<file path="src/hdl/spimc_pkg.sv">
`default_nettype none

package spimc_pkg;

    typedef enum logic [1:0] {
        REQ_READ  = 2'd0,
        REQ_WRITE = 2'd1,
        REQ_TICK  = 2'd2
    } req_t;

    typedef enum logic [2:0] {
        PH_IDLE     = 3'd0,
        PH_STARTED  = 3'd1,
        PH_SELECTED = 3'd2,
        PH_BUSY     = 3'd3,
        PH_DONE     = 3'd4
    } phase_t;

    localparam logic [2:0] REG_CTRL = 3'd4;
    localparam logic [2:0] REG_DIV  = 3'd5;
    localparam logic [2:0] REG_SEL  = 3'd6;

    localparam int CTRL_GO_BIT  = 8;
    localparam int CTRL_LSB_BIT = 11;
    localparam int CTRL_ASS_BIT = 13;

    localparam logic [31:0] DIV_RESET = 32'h0000_ffff;

    localparam int S_TDATA_W = 40;
    localparam int S_TUSER_W = 2;
    localparam int M_TDATA_W = 48;

    // result bit positions in m_tdata
    localparam int OUT_MOSI_BIT   = 32;
    localparam int OUT_STROBE_BIT = 33;
    localparam int OUT_SEL_LSB    = 34;
    localparam int OUT_BUSY_BIT   = 42;
    localparam int OUT_DONE_BIT   = 43;

    typedef struct packed {
        logic [1:0]  req_type;
        logic [2:0]  reg_index;
        logic [31:0] write_data;
        logic        miso_bit;
    } item_t;

    typedef struct packed {
        logic [31:0] read_data;
        logic        mosi_bit;
        logic        shift_strobe;
        logic [7:0]  select_lines;
        logic        busy_res;
        logic        done_pulse;
    } res_t;

endpackage

`default_nettype wire

</file>
<file path="src/hdl/spimc_in_stage.sv">
`default_nettype none

module spimc_in_stage (
    input  wire logic                              aclk,
    input  wire logic                              aresetn,
    input  wire logic                              s_tvalid,
    output logic                                   s_tready,
    input  wire logic [spimc_pkg::S_TDATA_W-1:0]   s_tdata,
    input  wire logic [spimc_pkg::S_TUSER_W-1:0]   s_tuser,
    input  wire logic                              advance,
    output logic                                   item_valid,
    output spimc_pkg::item_t                       item
);

    logic              valid_reg, valid_next;
    spimc_pkg::item_t  item_reg, item_next;

    assign s_tready = !valid_reg || advance;

    always_comb begin
        valid_next = valid_reg;
        item_next  = item_reg;
        if (s_tready) begin
            valid_next = s_tvalid;
            if (s_tvalid) begin
                item_next.req_type   = s_tuser;
                item_next.reg_index  = s_tdata[2:0];
                item_next.write_data = s_tdata[34:3];
                item_next.miso_bit   = s_tdata[35];
            end
        end
    end

    always_ff @(posedge aclk) begin
        if (!aresetn) begin
            valid_reg <= 1'b0;
        end else begin
            valid_reg <= valid_next;
        end
        item_reg <= item_next;
    end

    assign item_valid = valid_reg;
    assign item       = item_reg;

endmodule

`default_nettype wire

</file>
<file path="src/hdl/spimc_core.sv">
`default_nettype none

module spimc_core #(
    parameter int NUM_SLAVES = 8,
    parameter int INIT_WAIT  = 3
) (
    input  wire logic              aclk,
    input  wire logic              aresetn,
    input  wire logic              fire,
    input  wire spimc_pkg::item_t  item,
    output spimc_pkg::res_t        res
);

    localparam int CYC_W = $clog2(INIT_WAIT + 2);
    localparam logic [CYC_W-1:0] CYC_MAX  = CYC_W'(INIT_WAIT + 1);
    localparam logic [CYC_W-1:0] CYC_WAIT = CYC_W'(INIT_WAIT);
    localparam logic [7:0] SLAVE_MASK = 8'((9'd1 << NUM_SLAVES) - 9'd1);

    logic [127:0]       shift_reg, shift_next;
    logic [31:0]        ctrl_reg, ctrl_next;
    logic [31:0]        div_reg, div_next;
    logic [31:0]        sel_reg, sel_next;
    spimc_pkg::phase_t  phase_reg, phase_next;
    logic [16:0]        presc_reg, presc_next;
    logic [7:0]         bits_reg, bits_next;
    logic [CYC_W-1:0]   cyc_reg, cyc_next;

    logic [16:0]  limit;
    logic [6:0]   top;
    logic [7:0]   bits_dec;
    logic [127:0] shifted;
    logic         slaves_on;
    logic         lines_on;
    logic [31:0]  rd;
    logic         mosi, strobe, done;

    function automatic logic [7:0] xfer_len(input logic [6:0] len);
        xfer_len = (len == 7'd0) ? 8'd128 : {1'b0, len};
    endfunction

    always_comb begin
        shift_next = shift_reg;
        ctrl_next  = ctrl_reg;
        div_next   = div_reg;
        sel_next   = sel_reg;
        phase_next = phase_reg;
        presc_next = presc_reg;
        bits_next  = bits_reg;
        cyc_next   = cyc_reg;
        rd         = 32'd0;
        mosi       = 1'b0;
        strobe     = 1'b0;
        done       = 1'b0;

        limit     = {div_reg[15:0], 1'b1};
        top       = 7'(ctrl_reg[6:0] - 7'd1);
        bits_dec  = bits_reg - 8'd1;
        slaves_on = |(sel_reg[7:0] & SLAVE_MASK);

        if (ctrl_reg[spimc_pkg::CTRL_LSB_BIT]) begin
            shifted      = {1'b0, shift_reg[127:1]};
            shifted[top] = item.miso_bit;
        end else begin
            shifted = {shift_reg[126:0], item.miso_bit};
        end

        case (item.req_type)
            spimc_pkg::REQ_READ: begin
                if (!item.reg_index[2]) begin
                    rd = shift_reg[{item.reg_index[1:0], 5'd0} +: 32];
                end else begin
                    case (item.reg_index)
                        spimc_pkg::REG_CTRL: rd = ctrl_reg;
                        spimc_pkg::REG_DIV:  rd = div_reg;
                        spimc_pkg::REG_SEL:  rd = sel_reg;
                        default:             rd = 32'd0;
                    endcase
                end
            end
            spimc_pkg::REQ_WRITE: begin
                if (phase_reg == spimc_pkg::PH_IDLE) begin
                    if (!item.reg_index[2]) begin
                        shift_next[{item.reg_index[1:0], 5'd0} +: 32] = item.write_data;
                    end else begin
                        case (item.reg_index)
                            spimc_pkg::REG_CTRL: begin
                                ctrl_next = item.write_data;
                                if (item.write_data[spimc_pkg::CTRL_GO_BIT]) begin
                                    phase_next = spimc_pkg::PH_STARTED;
                                    bits_next  = xfer_len(item.write_data[6:0]);
                                end
                            end
                            spimc_pkg::REG_DIV: div_next = item.write_data;
                            spimc_pkg::REG_SEL: sel_next = item.write_data;
                            default: ;
                        endcase
                    end
                end
            end
            spimc_pkg::REQ_TICK: begin
                if (presc_reg >= limit) begin
                    presc_next = 17'd0;
                    if (cyc_reg < CYC_MAX) begin
                        cyc_next = cyc_reg + CYC_W'(1);
                    end
                    if (slaves_on) begin
                        case (phase_reg)
                            spimc_pkg::PH_STARTED: phase_next = spimc_pkg::PH_SELECTED;
                            spimc_pkg::PH_SELECTED: begin
                                if (cyc_reg > CYC_WAIT) begin
                                    phase_next = spimc_pkg::PH_BUSY;
                                end
                            end
                            spimc_pkg::PH_BUSY: begin
                                mosi       = ctrl_reg[spimc_pkg::CTRL_LSB_BIT] ?
                                             shift_reg[0] : shift_reg[top];
                                strobe     = 1'b1;
                                shift_next = shifted;
                                bits_next  = bits_dec;
                                if (bits_dec == 8'd0) begin
                                    phase_next = spimc_pkg::PH_DONE;
                                end
                            end
                            spimc_pkg::PH_DONE: begin
                                phase_next = spimc_pkg::PH_IDLE;
                                ctrl_next[spimc_pkg::CTRL_GO_BIT] = 1'b0;
                                done = 1'b1;
                            end
                            default: ;
                        endcase
                    end
                end else begin
                    presc_next = presc_reg + 17'd1;
                end
            end
            default: ;
        endcase

        lines_on = !ctrl_next[spimc_pkg::CTRL_ASS_BIT] ||
                   phase_next == spimc_pkg::PH_SELECTED ||
                   phase_next == spimc_pkg::PH_BUSY ||
                   phase_next == spimc_pkg::PH_DONE;

        res.read_data    = rd;
        res.mosi_bit     = mosi;
        res.shift_strobe = strobe;
        res.select_lines = lines_on ? (sel_next[7:0] & SLAVE_MASK) : 8'd0;
        res.busy_res     = phase_next != spimc_pkg::PH_IDLE;
        res.done_pulse   = done;
    end

    always_ff @(posedge aclk) begin
        if (!aresetn) begin
            shift_reg <= 128'd0;
            ctrl_reg  <= 32'd0;
            div_reg   <= spimc_pkg::DIV_RESET;
            sel_reg   <= 32'd0;
            phase_reg <= spimc_pkg::PH_IDLE;
            presc_reg <= 17'd0;
            bits_reg  <= 8'd0;
            cyc_reg   <= '0;
        end else if (fire) begin
            shift_reg <= shift_next;
            ctrl_reg  <= ctrl_next;
            div_reg   <= div_next;
            sel_reg   <= sel_next;
            phase_reg <= phase_next;
            presc_reg <= presc_next;
            bits_reg  <= bits_next;
            cyc_reg   <= cyc_next;
        end
    end

endmodule

`default_nettype wire

</file>
<file path="src/hdl/spimc_out_stage.sv">
`default_nettype none

module spimc_out_stage (
    input  wire logic                              aclk,
    input  wire logic                              aresetn,
    input  wire logic                              item_valid,
    input  wire spimc_pkg::res_t                   res,
    output logic                                   advance,
    output logic                                   m_tvalid,
    input  wire logic                              m_tready,
    output logic [spimc_pkg::M_TDATA_W-1:0]        m_tdata
);

    logic             valid_reg, valid_next;
    spimc_pkg::res_t  res_reg, res_next;

    assign advance = !valid_reg || m_tready;

    always_comb begin
        valid_next = valid_reg;
        res_next   = res_reg;
        if (advance) begin
            valid_next = item_valid;
            if (item_valid) begin
                res_next = res;
            end
        end
    end

    always_ff @(posedge aclk) begin
        if (!aresetn) begin
            valid_reg <= 1'b0;
        end else begin
            valid_reg <= valid_next;
        end
        res_reg <= res_next;
    end

    assign m_tvalid = valid_reg;
    assign m_tdata  = {4'd0, res_reg.done_pulse, res_reg.busy_res, res_reg.select_lines,
                       res_reg.shift_strobe, res_reg.mosi_bit, res_reg.read_data};

endmodule

`default_nettype wire

</file>
<file path="src/hdl/spi_master_controller_unit.sv">
// channel | ports                              | contents
// --------+------------------------------------+---------------------------------------
// request | s_tvalid s_tready s_tdata s_tuser  | tuser: req_type; tdata: reg, data, miso
// result  | m_tvalid m_tready m_tdata          | one result per request
//
// One request per cycle unless m_tready stalls; path: input register, result register.
// All request work is one pass of logic between those registers; state updates as the
// request leaves the input register.
// aresetn is synchronous, active low; clears valid flags and core state, not stage data.
// A stalled result holds m_tdata; s_tready stays high while the input register can move.
`default_nettype none

module spi_master_controller_unit #(
    parameter int NUM_SLAVES = 8,
    parameter int INIT_WAIT  = 3
) (
    input  wire logic                              aclk,
    input  wire logic                              aresetn,
    input  wire logic                              s_tvalid,
    output logic                                   s_tready,
    // [2:0] reg_index, [34:3] write_data, [35] miso_bit
    input  wire logic [spimc_pkg::S_TDATA_W-1:0]   s_tdata,
    // [1:0] req_type
    input  wire logic [spimc_pkg::S_TUSER_W-1:0]   s_tuser,
    output logic                                   m_tvalid,
    input  wire logic                              m_tready,
    // [31:0] read_data, [32] mosi_bit, [33] shift_strobe, [41:34] select_lines,
    // [42] busy_res, [43] done_pulse
    output logic [spimc_pkg::M_TDATA_W-1:0]        m_tdata
);

    logic              advance;
    logic              item_valid;
    spimc_pkg::item_t  item;
    spimc_pkg::res_t   res;

    spimc_in_stage u_in (
        .aclk       (aclk),
        .aresetn    (aresetn),
        .s_tvalid   (s_tvalid),
        .s_tready   (s_tready),
        .s_tdata    (s_tdata),
        .s_tuser    (s_tuser),
        .advance    (advance),
        .item_valid (item_valid),
        .item       (item)
    );

    spimc_core #(
        .NUM_SLAVES (NUM_SLAVES),
        .INIT_WAIT  (INIT_WAIT)
    ) u_core (
        .aclk    (aclk),
        .aresetn (aresetn),
        .fire    (item_valid && advance),
        .item    (item),
        .res     (res)
    );

    spimc_out_stage u_out (
        .aclk       (aclk),
        .aresetn    (aresetn),
        .item_valid (item_valid),
        .res        (res),
        .advance    (advance),
        .m_tvalid   (m_tvalid),
        .m_tready   (m_tready),
        .m_tdata    (m_tdata)
    );

endmodule

`default_nettype wire

</file>
<file path="config.mk">
export PLATFORM = sky130hd
export DESIGN_NAME = spi_master_controller_unit
export DESIGN_NICKNAME = d
export VERILOG_FILES = /design/src/hdl/spimc_pkg.sv /design/src/hdl/spimc_in_stage.sv /design/src/hdl/spimc_core.sv /design/src/hdl/spimc_out_stage.sv /design/src/hdl/spi_master_controller_unit.sv
export SDC_FILE = /design/constraint.sdc
export NUM_CORES = 1
export LEC_CHECK = 0
export BUFFER_PORTS_ARGS = -buffer_cell sky130_fd_sc_hd__buf_4
export CAP_MARGIN = 30
export CORE_MARGIN = 1
export CORE_UTILIZATION = 45
export CTS_CLUSTER_DIAMETER = 200
export CTS_CLUSTER_SIZE = 28
export DETAILED_ROUTE_END_ITERATION = 8
export SYNTH_ARGS = -nofsm -noshare
export SYNTH_HDL_FRONTEND = slang
export SYNTH_SLANG_ARGS = --single-unit
</file>
<file path="constraint.sdc">
create_clock -name aclk -period 3.7 [get_ports aclk]
set_input_delay 0.185 -clock aclk [delete_from_list [all_inputs] [get_ports aclk]]
set_output_delay 0.185 -clock aclk [all_outputs]
set_load 0.01 [all_outputs]
</file>
# ---- Yosys cells after proc, flatten, opt, wreduce, memory -nomap -nowiden
# Cells that the tools add are included.
dict set report word_totals {
  output_inout_bits 50
  inputBits 46
  register_bits 339
}
dict set report classes {
  n_reduce_logical 29
  add_sub_neg 5
  magnitude_cmp 5
  shift 3
  n_eq_ne 21
  muxes 50
}
# op count
set ops {}
lappend ops {{128-bit 2-to-1 mux} 6}
lappend ops {{128-bit bitwise mux} 2}
lappend ops {{128-bit case mux with 2 select lines} 1}
lappend ops {{32-bit by 9-bit variable shift with 128-bit output (first input constant)} 1}
lappend ops {{128-bit by 8-bit variable part select with 32-bit output} 1}
lappend ops {{32-bit by 9-bit variable part select with 128-bit output} 1}
lappend ops {{8-bit 2-to-1 mux} 12}
lappend ops {{32-bit case mux with 3 select lines} 1}
lappend ops {{14-bit 2-to-1 mux} 3}
lappend ops {{32-bit 2-to-1 mux} 1}
lappend ops {{3-bit 2-to-1 mux} 8}
lappend ops {{17-bit by 1-bit adder with 17-bit output (second input constant)} 1}
lappend ops {{17-bit greater-or-equal comparator} 1}
lappend ops {{17-bit 2-to-1 mux} 1}
lappend ops {{8-bit case mux with 2 select lines} 1}
lappend ops {{3-bit equality test (second input constant)} 5}
lappend ops {{5-bit AND reduction} 3}
lappend ops {{3-bit by 2-bit equality test with 1-bit output (second input constant)} 4}
lappend ops {{2-bit != test (second input constant)} 6}
lappend ops {{3-bit case mux with 4 select lines} 1}
lappend ops {{7-bit negator with 9-bit output} 1}
lappend ops {{9-bit AND reduction} 1}
lappend ops {{8-bit zero test} 1}
lappend ops {{7-bit by 8-bit less-than comparator with 1-bit output (second input constant)} 1}
lappend ops {{other kinds (30)} 49}

# ---- Depth between registers and ports, before layout
# Gate-level depths: netlist (run 1).
dict set report depth {
  depth_word 11
  depth_mapped 15
  mapped_depth_nobuf 10
}

# ---- Modules after synthesis
# From an unflattened synthesis (run 1), not the netlist that was laid out.
dict set report hier_totals {
  cells_unflattened 2453
  hier_area_um2 20145.6
}
# mod n_inst seq_area_each_um2 area_each_um2 cells_each
set modules_own_cells {}
lappend modules_own_cells {spimc_core 1 5104.9 17528.1 2355}
lappend modules_own_cells {spimc_out_stage 1 1341.3 1412.6 54}
lappend modules_own_cells {spimc_in_stage 1 1161.1 1198.6 43}
lappend modules_own_cells {spi_master_controller_unit 1 0.0 6.3 1}

# ---- Worst setup path after synthesis (run 1)
# OpenSTA, ideal clock, no wires.
dict set report synth_path {
  path_kind {register -> register}
  start {reg u_core.ctrl_reg[0]}
  end {reg u_out.res_reg, in the netlist u_out.m_tdata[32] (data pin)}
  t_required_ns 3.439
  arrival_ns 3.092
  path_stages_with_launch 14
  path_slack_ns 0.347
  setup_ns 0.261
  n_path_buf 4
  cell_sequence {dfxtp_1 -> buf_2 -> inv_1 -> buf_1 -> ha_1 -> clkinv_1 -> buf_2 -> buf_2 -> a31o_2 -> a221oi_1 -> o22ai_1 -> a211oi_1 -> o21ai_0 -> o311a_1}
}
dict set report synth_between {
  elab_chain_cells 4
}
# item line
set synth_rtl {}
lappend synth_rtl {{start, declared} spimc_core.sv:20} ;# logic [31:0] ctrl_reg, ctrl_next;
lappend synth_rtl {{start signal, assigned} spimc_core.sv:164} ;# ctrl_reg <= ctrl_next;
lappend synth_rtl {{7-bit by 1-bit subtractor with 7-bit output} spimc_core.sv:56} ;# top = 7'(ctrl_reg[6:0] - 7'd1);
lappend synth_rtl {{1-bit binary-select mux with 7-bit select} spimc_core.sv:116} ;# shift_reg[0] : shift_reg[top];
lappend synth_rtl {{1-bit 2-to-1 mux (not written as such)} spimc_core.sv:116}
lappend synth_rtl {{1-bit 2-to-1 mux} spimc_core.sv:115} ;# mosi = ctrl_reg[spimc_pkg::CTRL_LSB_BIT] ?
lappend synth_rtl {{end signal, assigned} spimc_out_stage.sv:36} ;# res_reg <= res_next;
lappend synth_rtl {{end, declared} spimc_out_stage.sv:15} ;# spimc_pkg::res_t res_reg, res_next;
# Every way passes these cells. The select of a mux whose other input is x is not followed.
# A chain may end at the register's enable or synchronous reset.

# ---- Worst setup path after layout (run 1)
dict set report layout_path {
  start {reg u_core.ctrl_reg[0]}
  end {reg u_core.shift_reg[109]}
}
dict set report layout_between {
  elab_chain_cells 11
}
# item line
set layout_rtl {}
lappend layout_rtl {{7-bit by 1-bit subtractor with 7-bit output *} spimc_core.sv:56}
lappend layout_rtl {{7-bit by 8-bit less-than comparator with 1-bit output (not written as such) or 7-bit by 1-bit greater-or-equal comparator with 1-bit output (tied branches)} spimc_core.sv:62} ;# shifted[top] = item.miso_bit;
lappend layout_rtl {{1-bit logical AND (not written as such)} spimc_core.sv:62}
lappend layout_rtl {{1-bit 2-to-1 mux (not written as such)} spimc_core.sv:62}
lappend layout_rtl {{1-bit demux with 7-bit select *} --}
lappend layout_rtl {{128-bit bitwise mux *} spimc_core.sv:62}
lappend layout_rtl {{128-bit 2-to-1 mux *} spimc_core.sv:60} ;# if (ctrl_reg[spimc_pkg::CTRL_LSB_BIT]) begin
lappend layout_rtl {{128-bit 2-to-1 mux *} spimc_core.sv:107} ;# case (phase_reg)
lappend layout_rtl {{128-bit 2-to-1 mux *} spimc_core.sv:106} ;# if (slaves_on) begin
lappend layout_rtl {{128-bit 2-to-1 mux *} spimc_core.sv:101} ;# if (presc_reg >= limit) begin
lappend layout_rtl {{128-bit case mux with 2 select lines *} spimc_core.sv:67} ;# case (item.req_type)
lappend layout_rtl {{end signal, assigned} spimc_core.sv:163} ;# shift_reg <= shift_next;
lappend layout_rtl {{end, declared} spimc_core.sv:19} ;# logic [127:0] shift_reg, shift_next;
# Mark *: on every way between the ends. The rest lies on a longest branch, timed or not. The select of a mux whose other input is x is not followed.

==> flow_metrics.tcl, run 1 <==
set metrics [dict create \
    synth_cell_types 85 \
    comb_power_share_pct 9.6 \
    finalCriticalPeriod_ns 3.455 \
    die_h_um 215.4 \
    finish.instance_area_mm2 0.02259 \
    seq_area_frac_synth_pct 37.14 \
    ctsResizeCount 0 \
    cp-start-kind "flop" \
    overflow 0 \
    wl_per_cell_um 25.29 \
    leakage_uw 0.007441 \
    start_util_pct 46.02 \
    ys_seq_elements 339 \
    grt_usage_pct 32.78 \
    dp_hpwl_mm 52.04 \
    cts_tree "done" \
    status "finished, final reports clean" \
    pin_count 96 \
    netSwitchingFraction_pct 27.12 \
    cts_sinks 339 \
    finalSetupViolCount 0 \
    dpl-instance-area_mm2 0.02167 \
    synth_area_leaders "dfxtp_1 25%, edfxtp_1 12%, o21ai_0 7.2%" \
    finalHoldViolations 0 \
    antenna_found_initial 3 \
    peakVddDrop_uv 242.2 \
    largest_reg_flops 128 \
    grt_pass1_vias 18720 \
    crit_path_frequent_cell "a21oi_1" \
    worstPathArrival_ns 3.95 \
    place_inst 3004 \
    synth.top_cell.area_share_pct 25.12 \
    fin_crit_sh_pct 93.38 \
    cts.clk_slew.worst_paths_ns 0.12 \
    drt-initial-drc-count 2735 \
    dieArea_mm2 0.04638 \
    cts_max_path_buffers 3 \
    place_ws_ns 0.3852 \
    slowest_delay_ns 0.56 \
    grt_max_degree 131 \
    synthCells 2482 \
    viasPerCell 6.582 \
    layout-drive-gt1-share_pct 11.89 \
    syn2layout_area_growth_pct 10.26 \
    crit_family "compound AO/OA/AOI/OAI gates" \
    synth_largest_area_cell "dfxtp_1" \
    nets 2549 \
    hold_path.class "primary input to flop" \
    cts_buffers 16 \
    drt-total-wl_mm 77.74 \
    fillers 4253 \
    stdcell_count 3074 \
    worst-endpoint-required_ns 4.19 \
    cp-end-kind "flop" \
    rows 77 \
    grt_pass1_wl_mm 118.1 \
    crit_slowest_cell "ha_1" \
    yosysWarnings 0 \
    coreArea_mm2 0.04451 \
    cts_setup_buffers 0 \
    n_antenna_cell 0 \
    netlist_area_mm2 0.02048 \
    p_seq_share_pct 58.5 \
    internal_power_uw 5023 \
    pwr_density_cell_mw_per_mm2 305.1 \
    die_w_um 215.4 \
    yosys_most_used_dff "dfxtp_1" \
    syn_avg_cell_area_um2 8.253 \
    worst_pin_slew_ns 1.020 \
    fin_skew_ns 0.05085 \
    clock-root-buffer "clkbuf_16" \
    pwr-share-clk_pct 31.9 \
    htree_levels 1 \
    cap_violations 0 \
    worstSkewPairLatency_ns 0.56 \
    p_switching_uw 1869 \
    drc 0 \
    vias 20230 \
    slew_headroom_pct 32.01 \
    io_buffers 87 \
    cp_max_fo 17 \
    critPathKind "flop to flop" \
    synthArstFlopShare_pct 0 \
    ant_nets 0 \
    yosysMostFrequentCell "nand2_1" \
    report.final.slew_viol_count 0 \
    worstPathCellList "inv_1 > ha_1 > xor2_4 > buf_4 > nand2_1 > a21oi_1 > nand3b_1 > a311oi_1 > a21oi_1 > a21oi_1" \
    cp.buffers_inverters 2 \
    setup_slack_ns 0.2449 \
    dr.pass1.iters 7 \
    rsz0062_at_grt "no" \
    holdBufCountCts 41 \
    yosys-top-cells-count "339 x nand2_1, 293 x o21ai_0, 257 x dfxtp_1, 218 x a21oi_1, 184 x clkbuf_1" \
    gp_congestion 0.9906 \
    fmax_mhz 289.4 \
    synth_edf_count 82 \
    setup-tns-final_ns 0 \
]
final timing paths:
check,from,cells past startpoint,slack (ns),to
max,u_core.ctrl_reg[0],10,0.24,u_core.shift_reg[109]
max reg2reg,u_core.ctrl_reg[0],10,0.24,u_core.shift_reg[109]
min reg2reg,u_core.sel_reg[22],2,0.47,u_core.sel_reg[22]
min,aresetn,2,0.03,u_core.div_reg[15]
kinds of logic after synthesis:
| kind of cell | Yosys count | share of synthesized area, % |
|---|---|---|
| other | 1 | 0.01831 |
| buffers and inverters | 281 | 5.534 |
| XOR/XNOR | 24 | 1.063 |
| adder cells (fa/ha/maj) | 31 | 1.893 |
| AND/OR/NAND/NOR | 764 | 17.19 |
| AO/OA/AOI/OAI | 926 | 28.37 |
| multiplexers | 116 | 8.795 |
| flip-flops | 339 | 37.14 |
power by group through the flow:
stage	registers [uW]	clock network, uW	logic [uW]
after detailed placement	4100	0	615
after global routing	4040	2360	704
final	4030	2200	660
after CTS	4020	2250	651
after global placement	4100	0	608
after floorplan	4030	0	393
routing by layer:
metal	wire length [um]	track usage, %
met1	32520	45.90
met2	33700	48.91
met3	8376	7.247
met4	3135	12.86
met5	0	0
layout make-up:
class	instances	area [um2]	share of cell area, %
clock inverter	1	30.03	0.1329
clock buffer	27	462.9	2.050
tap	592	740.7	3.279
inverter	37	138.9	0.6149
sequential	339	7611	33.70
multi-input combinational	1865	11820	52.33
timing repair buffer	213	1784	7.899
cells in the final DEF (no fill, tap or decap), drive strengths merged, types with 41 or more instances in the layout:
master	n
a31oi	71
dfxtp	257
buf	172
nand2b	46
mux4	51
edfxtp	82
a211oi	49
nor2	151
a21boi	134
nand2	339
o21ai	299
dlygate4sd3	41
a21oi	220
mux2i	63
nand3	108
through the flow:
stage               util [%]  hold WS [ns]  power (uW)
floorplan                  -        0.2839        4419
global placement       48.69        0.3636        4712
detailed placement     48.69        0.3643        4718
CTS                    50.72       0.02241        6918
global route           50.74       0.04792        7102
finish                 50.74       0.03200        6892
Power figures use the tool's default switching activity.
==> run 2, diff against run 1 <==
--- a/config.mk
+++ b/config.mk
@@ -7,6 +7,7 @@
 export LEC_CHECK = 0
 export BUFFER_PORTS_ARGS = -buffer_cell sky130_fd_sc_hd__buf_4
 export CAP_MARGIN = 30
+export CORE_ASPECT_RATIO = 0.9
 export CORE_MARGIN = 1
 export CORE_UTILIZATION = 45
 export CTS_CLUSTER_DIAMETER = 200
==> flow_metrics.tcl, run 2 (synthesis results as in run 1) <==
set metrics [dict create \
    io_buffers 87 \
    cts_setup_buffers 0 \
    slew_headroom_pct 30.50 \
    coreArea_mm2 0.04457 \
    overflow 0 \
    ctsResizeCount 0 \
    leakage_uw 0.007477 \
    grt_pass1_vias 18850 \
    drt-initial-drc-count 3212 \
    drc 0 \
    status "finished, final reports clean" \
    cp-startpoint "u_core.ctrl_reg[0]" \
    start_util_pct 45.96 \
    grt_pass1_wl_mm 120.6 \
    gp_congestion 1.003 \
    worstPathCellList "inv_1 > ha_1 > buf_4 > nand2b_1 > nor2_1 > o21ai_1 > or3b_1 > a311oi_1 > a21oi_1 > a21oi_1" \
    syn2layout_area_growth_pct 10.53 \
    worstRegToRegCells 10 \
    cts_buffers 16 \
    finalHoldViolations 0 \
    nets 2555 \
    dieArea_mm2 0.04638 \
    wl_per_cell_um 25.75 \
    die_h_um 204.4 \
    final_util_pct 50.80 \
    cts.clk_slew.worst_paths_ns 0.12 \
    pin_count 96 \
    finalCriticalPeriod_ns 3.410 \
    setup-tns-final_ns 0 \
    die_w_um 226.9 \
    timing.rr.end "u_core.shift_reg[106]" \
    r2r_slack_ns 0.29 \
    layout-drive-gt1-share_pct 12.06 \
    grt_max_degree 131 \
    dr.pass1.iters 9 \
    cp-start-kind "flop" \
    peakVddDrop_uv 342.1 \
    place_ws_ns 0.4912 \
    place_inst 3018 \
    cap_violations 0 \
    worstPathArrival_ns 3.89 \
    cts_max_path_buffers 3 \
    ant_nets 0 \
    layout_common_cells "339 x nand2_1, 293 x o21ai_0, 256 x dfxtp_1" \
    grt_usage_pct 34.09 \
    critPathKind "flop to flop" \
    report.final.slew_viol_count 0 \
    rsz0062_at_grt "no" \
    cts_tree "done" \
    vias 20560 \
    holdBufCountCts 42 \
    mostFrequentLayoutCell "nand2_1" \
    cp_max_fo 11 \
    worst-endpoint-required_ns 4.18 \
    crit_path_frequent_cell "a21oi_1" \
    worstSkewPairLatency_ns 0.55 \
    crit_slowest_cell "nor2_1" \
    crit_end "u_core.shift_reg[106]" \
    hold_path.class "primary input to flop" \
    dp_hpwl_mm 53.22 \
    cts_sinks 339 \
    r2r-start "u_core.ctrl_reg[0]" \
    clock-root-buffer "clkbuf_16" \
    fin_skew_ns 0.04963 \
    dpl-instance-area_mm2 0.02173 \
    fmax_mhz 293.2 \
    slowest_delay_ns 0.77 \
    htree_levels 1 \
    finalSetupViolCount 0 \
    setup_slack_ns 0.2897 \
    cp-end-kind "flop" \
    finish.instance_area_mm2 0.02264 \
    fin_crit_sh_pct 92.17 \
    pwr_density_cell_mw_per_mm2 304.3 \
    rows 73 \
    drt-total-wl_mm 79.54 \
    worst_pin_slew_ns 1.043 \
    stdcell_count 3089 \
    viasPerCell 6.655 \
    largest_reg_flops 128 \
    antenna_found_initial 2 \
]
-- run 2: critical path: cells and delay by family, from the launching register on --
kind | cells | cell delay, ns
buf+inv | 2 | 0.27
compound gates | 4 | 0.92
simple gates | 3 | 1.38
flops | 1 | 0.36
fa+ha+maj | 1 | 0.40
-- run 2: metal layers --
layer	track usage (%)	share of wire, %	vias up
li1	-	-	9091
met1	51.50	44	10020
met2	48.50	42	1294
met3	7.246	12	156
met4	8.760	2.6	0
met5	0	0	-
-- run 2: worst min-delay path by stage --
stage          depth (start not counted)   startpoint       endpoint  slack, ns
2_1_floorplan                          0  s_tdata[35]   u_in.item[0]       0.28
3_3_place_gp                           1  s_tdata[13]  u_in.item[11]       0.36
3_5_place_dp                           1  s_tdata[32]  u_in.item[30]       0.36
4_1_cts                                2  s_tdata[32]  u_in.item[30]       0.33
5_1_grt                                2  s_tdata[29]  u_in.item[27]       0.33
6_report                               2  s_tdata[30]  u_in.item[28]       0.34
-- run 2: per-stage QoR --
stage          hold slack, ns  power (uW)
2_1_floorplan          0.2839        4419
3_3_place_gp           0.3636        4710
3_5_place_dp           0.3642        4719
4_1_cts                0.3290        6907
5_1_grt                0.3323        7107
6_report               0.3402        6889
-- run 2: layout make-up --
| class | instances | area (um2) |
|---|---|---|
| Timing Repair Buffer | 219 | 1828 |
| Fill cell | 4271 | 21930 |
| Inverter | 37 | 138.9 |
| Sequential cell | 339 | 7611 |
| Multi-Input combinational cell | 1865 | 11820 |
| Antenna cell | 2 | 5.005 |
| Clock buffer | 26 | 459.2 |
| Tap cell | 600 | 750.7 |
| Clock inverter | 1 | 30.03 |
-- run 2: power by group --
part           switching [uW]  total (uW)  internal [uW]
combinational             413         668            255
sequential                149        4030           3880
clock                    1310        2200            886
